[config.mk]
export PLATFORM = sky130hd
export DESIGN_NAME = x2nv_front
export DESIGN_NICKNAME = d
export VERILOG_FILES = /design/src/design/x2nv_pkg.sv /design/src/design/x2nv_front.sv
export SDC_FILE = /design/constraint.sdc
export NUM_CORES = 1
export LEC_CHECK = 0
export BUFFER_PORTS_ARGS = -buffer_cell sky130_fd_sc_hd__buf_4
export CAP_MARGIN = 5
export CELL_PAD_IN_SITES_DETAIL_PLACEMENT = 1
export CELL_PAD_IN_SITES_GLOBAL_PLACEMENT = 1
export CORE_ASPECT_RATIO = 2
export CORE_UTILIZATION = 39
export CTS_BUF_LIST = sky130_fd_sc_hd__clkbuf_8
export DETAILED_ROUTE_END_ITERATION = 10
export GPL_ROUTABILITY_DRIVEN = 0
export PLACE_DENSITY_LB_ADDON = 0.1
export SYNTH_ARGS = -nofsm -noshare
export SYNTH_HDL_FRONTEND = slang
export SYNTH_SLANG_ARGS = --single-unit
[constraint.sdc]
create_clock -name clk -period 5 [get_ports clk]
set_input_delay 0.75 -clock clk [delete_from_list [all_inputs] [get_ports clk]]
set_output_delay 0.75 -clock clk [all_outputs]
set_load 0.01 [all_outputs]
[src/design/x2nv_pkg.sv]
package x2nv_pkg;

	// Line store operation attached to each pixel by the front end.
	localparam logic [1:0] OP_NONE  = 2'd0;
	localparam logic [1:0] OP_WRITE = 2'd1;
	localparam logic [1:0] OP_READ  = 2'd2;

	// Configuration register indexes.
	localparam logic CFG_FRAME_WIDTH  = 1'b0;
	localparam logic CFG_FRAME_HEIGHT = 1'b1;

	localparam logic [12:0] WIDTH_RESET  = 13'd1920;
	localparam logic [12:0] HEIGHT_RESET = 13'd1080;
	localparam logic [12:0] HEIGHT_CAP   = 13'd4096;

	// One classified pixel as it travels from the front end to the back end.
	typedef struct packed {
		logic [7:0] red;
		logic [7:0] green;
		logic [7:0] blue;
		logic [8:0] sum_r;
		logic [8:0] sum_g;
		logic [8:0] sum_b;
		logic [1:0] op;
		logic       eof;
	} item_t;

endpackage

[src/design/x2nv_front.sv]
module x2nv_front #(
	parameter int MAX_WIDTH = 4096,
	parameter int SLOT_W    = 11
) (
	input  logic              clk,
	input  logic              arst_n,
	input  logic [12:0]       frame_width,
	input  logic [12:0]       frame_height,
	input  logic              in_valid,
	output logic              in_ready,
	input  logic [31:0]       pixel_word,
	input  logic              start_of_frame,
	input  logic              queue_full,
	output logic              push,
	output x2nv_pkg::item_t   item,
	output logic [SLOT_W-1:0] slot
);

	localparam int COL_W = (MAX_WIDTH > 2) ? $clog2(MAX_WIDTH) : 1;
	localparam logic [13:0] MAX_W14 = 14'(MAX_WIDTH);

	logic [COL_W-1:0] col_q;
	logic [11:0]      row_q;
	logic [23:0]      left_q;

	logic [COL_W-1:0] col_cur;
	logic [11:0]      row_cur;
	logic [13:0]      w_eff;
	logic [12:0]      h_eff;
	logic             last_col;
	logic             last_row;
	logic [7:0]       red;
	logic [7:0]       green;
	logic [7:0]       blue;

	assign in_ready = !queue_full;
	assign push     = in_valid && !queue_full;

	assign red   = pixel_word[23:16];
	assign green = pixel_word[15:8];
	assign blue  = pixel_word[7:0];

	always_comb begin
		if (frame_width == 13'd0) begin
			w_eff = 14'd1;
		end else if ({1'b0, frame_width} > MAX_W14) begin
			w_eff = MAX_W14;
		end else begin
			w_eff = {1'b0, frame_width};
		end
		if (frame_height == 13'd0) begin
			h_eff = 13'd1;
		end else if (frame_height > x2nv_pkg::HEIGHT_CAP) begin
			h_eff = x2nv_pkg::HEIGHT_CAP;
		end else begin
			h_eff = frame_height;
		end
	end

	assign col_cur  = start_of_frame ? '0 : col_q;
	assign row_cur  = start_of_frame ? '0 : row_q;
	assign last_col = (14'(col_cur) + 14'd1) >= w_eff;
	assign last_row = (13'(row_cur) + 13'd1) >= h_eff;

	always_comb begin
		item.red   = red;
		item.green = green;
		item.blue  = blue;
		item.sum_r = {1'b0, left_q[23:16]} + {1'b0, red};
		item.sum_g = {1'b0, left_q[15:8]} + {1'b0, green};
		item.sum_b = {1'b0, left_q[7:0]} + {1'b0, blue};
		item.eof   = last_col && last_row;
		if (!col_cur[0]) begin
			item.op = x2nv_pkg::OP_NONE;
		end else if (row_cur[0]) begin
			item.op = x2nv_pkg::OP_READ;
		end else begin
			item.op = x2nv_pkg::OP_WRITE;
		end
	end

	assign slot = SLOT_W'(col_cur >> 1);

	always_ff @(posedge clk or negedge arst_n) begin
		if (!arst_n) begin
			col_q  <= '0;
			row_q  <= '0;
			left_q <= '0;
		end else if (push) begin
			left_q <= pixel_word[23:0];
			if (last_col) begin
				col_q <= '0;
				row_q <= last_row ? 12'd0 : row_cur + 12'd1;
			end else begin
				col_q <= col_cur + COL_W'(1);
				row_q <= row_cur;
			end
		end
	end

endmodule

==> run_results.csv <==
group,metric,value,unit
sta,worst_pin_slew,0.662,ns
worst_setup_path,critPathLaunchType,"input port",
clock_tree,cts_hold_buf,0,
worst_setup_path,crit_fanout,15,
detailed_routing,avgRoutedWirePerCell,15.7,microns
die,fp.coreArea,10900,sq um
sta,rsz0062_at_grt,"false",
sta,setup_viol,0,
sta,max_freq,230,MHz
worst_setup_path,cp.required,4.25,ns
detailed_routing,vias,4039,
global_route,antenna_found_initial,0,
worst_setup_path,reg2reg_depth,13,
synth,yosys_warnings,0,
sta,hold_viol_final,0,
sta,max-slew-margin-rel,55.9,%
synth,synth_mux_area_share,0,%
die,rows,54,
pwr,power_frac_seq,36.8,%
clock_tree,h-tree-depth,2,
pwr,p_sw,0.411,mW
global_route,grt_max_degree,52,
placement,pre_cts_ws,0.643,ns
synth,syn_area,4380,sq um
synth,synthSimpleGateAreaFrac,25.6,%
sta,slew_viol_final,0,
die,start_util,40.0,%
sta,fin_crit,4.34,ns
die,dieArea,11700,sq um
pwr,p_int,0.772,mW
finish,nets,740,
worst_setup_path,reg2reg_to,"row_q[2]$_DFFE_PN0P_",
pwr,pwr-share-clk,21.3,%
clock_tree,post_cts_buffers,0,
pwr,power_density,222,nW/um^2
sta,setup_tns,0,ns
clock_tree,clk_pin_slew,0.09,ns
detailed_routing,routed_via_density,5.29,
die,io_pins,130,
worst_setup_path,startpoint,"start_of_frame",
worst_setup_path,cp-end-kind,"output port",
detailed_routing,wirelength,12000,microns
synth,synth_compound_area_share,16.2,%
finish,num_antenna_cells,0,
die,die_w,77.0,microns
clock_tree,clockBufferDepth,2,
sta,skew,0.00833,ns
synth,synth_cell_types,55,
clock_tree,root_buffer,"clkbuf_8",
clock_tree,cts-resized-gates,0,
synth,synthAdderAreaFrac,16.2,%
pwr,p_sw_share,34.7,%
worst_setup_path,r2r_slack,1.57,ns
pwr,pwr-share-comb,41.9,%
placement,hpwl,9680,microns
detailed_routing,drc,0,
synth,synth_area_per_cell,8.25,sq um
synth,synth_cells,531,
synth,synth_top_family_by_area,"simple AND/OR/NAND/NOR gates",
finish,nFillCells,1382,
synth,seq_area_frac_synth,27.4,%
die,fp.dieH,152,microns
finish,area_growth_syn_to_layout,21.7,%
detailed_routing,drt_pass1_iterations,5,
worst_setup_path,cp.arrival,3.59,ns
job,drv_cap,0,
worst_setup_path,r2r-start,"row_q[0]$_DFFE_PN0P_",
clock_tree,cts_sinks,48,
status,status,"finished clean",
clock_tree,insertion_delay,0.31,ns
finish,fin_util,48.7,%
finish,drive_above_1_share,24.1,%
global_route,grt_pass1_wl,20000,microns
synth,synth_nets,649,
sta,timing.final.ws_setup,0.661,ns
global_route,grt_pass1_vias,4356,
placement,io_buffers,121,
clock_tree,cts_buffers,5,
sta,finalCritPeriodShare,86.8,%
global_route,track_usage,21.3,%
pwr,power.leakage,2.76,nW
hold_path,hp-class,"in -> async",
pwr,ir_drop,0.109,mV
worst_setup_path,path_class,"in -> out",
synth,yosys_register_bits,48,
finish,layout_common_cells,"buf_4, nand2_1, ha_1",
clock_tree,cts_tree,"built",
sta,hold_slack,0.455,ns
synth,synthXorXnorAreaFrac,6.79,%
detailed_routing,drt-initial-drc-count,75,
detailed_routing,antenna_left,0,
finish,final_common_cell,"buf_4",
global_route,gr-total-overflow,0,
## cells by family after synthesis
group | count (synthesis)
simple gates | 233
fa+ha+maj | 55
compound gates | 99
flops | 48
buf+inv | 62
xor+xnor | 34
## worst max-delay path, cell delays in order
cell and delay [ns]:
buf_4 0.14, nor2b_1 0.23, ha_1 0.32, nand2_1 0.17, nor3_2 0.24, nand3_1 0.19, xor2_1 0.20, ha_1 0.30
a21oi_1 0.06, o21a_1 0.24, o21ai_1 0.25, nand2_4 0.21, nor2_1 0.15, buf_4 0.14
## stage by stage
stage               total power, mW  instances  cell area, sq um
global placement              0.929        755              5240
floorplan                     0.733        531              4380
CTS                            1.20        763              5340
finish                         1.18        763              5340
detailed placement            0.948        755              5240
global route                   1.26        763              5340
## routing by layer
metal,global-route usage (%),vias to the layer above,wire length (microns)
li1,-,1990,-
met2,45.2,79,7270
met3,1.98,9,336
met4,5.31,0,129
met5,0,-,0
met1,20.6,1961,4260
## layout make-up
cell class                      count  area (sq um)  area share, %
Timing Repair Buffer              126           946           17.7
Tap cell                          140           175           3.28
Multi-Input combinational cell    421          2850           53.3
Clock buffer                        6          82.6           1.55
Clock inverter                      2          10.0          0.188
Sequential cell                    48          1200           22.5
Inverter                           20          75.1           1.41
## Yosys cell counts (all sizes together)
library cell | instances | area (sq um)
nand2 | 122 | 465
ha | 52 | 651
dfrtp | 48 | 1200
buf | 32 | 226
a21oi | 27 | 150
o21ai | 26 | 134
nor2b | 24 | 150
nor2 | 23 | 86.3
xnor2 | 23 | 201
inv | 19 | 71.3
nand3 | 15 | 75.1
nor3 | 12 | 70.1
xor2 | 11 | 96.3
clkbuf | 10 | 37.5
nand2b | 10 | 62.6
a21o | 9 | 67.6
and3 | 7 | 43.8
o21a | 7 | 52.6
a32o | 5 | 50.1
a32oi | 5 | 43.8
o41ai | 5 | 43.8
nand4 | 4 | 25.0
nor4 | 4 | 25.0
or3 | 4 | 25.0
fa | 3 | 60.1
nand4b | 3 | 56.3
o31ai | 3 | 36.3
a211oi | 2 | 27.5
a31oi | 2 | 12.5
and2 | 2 | 12.5
a21boi | 1 | 7.51
a222oi | 1 | 10.0
a22o | 1 | 8.76
a31o | 1 | 8.76
a41oi | 1 | 16.3
clkinv | 1 | 3.75
nor3b | 1 | 7.51
o21bai | 1 | 7.51
o311ai | 1 | 26.3
o31a | 1 | 8.76
or2 | 1 | 6.26
or4 | 1 | 11.3
## state kept, by name (all words and copies together), names as in the netlist
| register | cells |
|---|---|
| row_q | 12 |
| left_q | 24 |
| col_q | 12 |
## power by group through the flow
stage                     clock network, mW  registers [mW]  logic (mW)
after floorplan                           0           0.438       0.294
after global placement                    0           0.441       0.487
after detailed placement                  0           0.444       0.505
after CTS                             0.262           0.436       0.506
after global routing                  0.271           0.439       0.550
final                                 0.252           0.435       0.495
## worst max path at each step
stage,endpoint,slack [ns],cells after the start
after floorplan,item[0],0.66,15
after global placement,item[0],0.73,14
after detailed placement,item[0],0.64,14
after CTS,item[0],0.62,14
after global routing,item[0],0.51,14
final,item[0],0.66,14
Power figures use the tool's default switching activity.
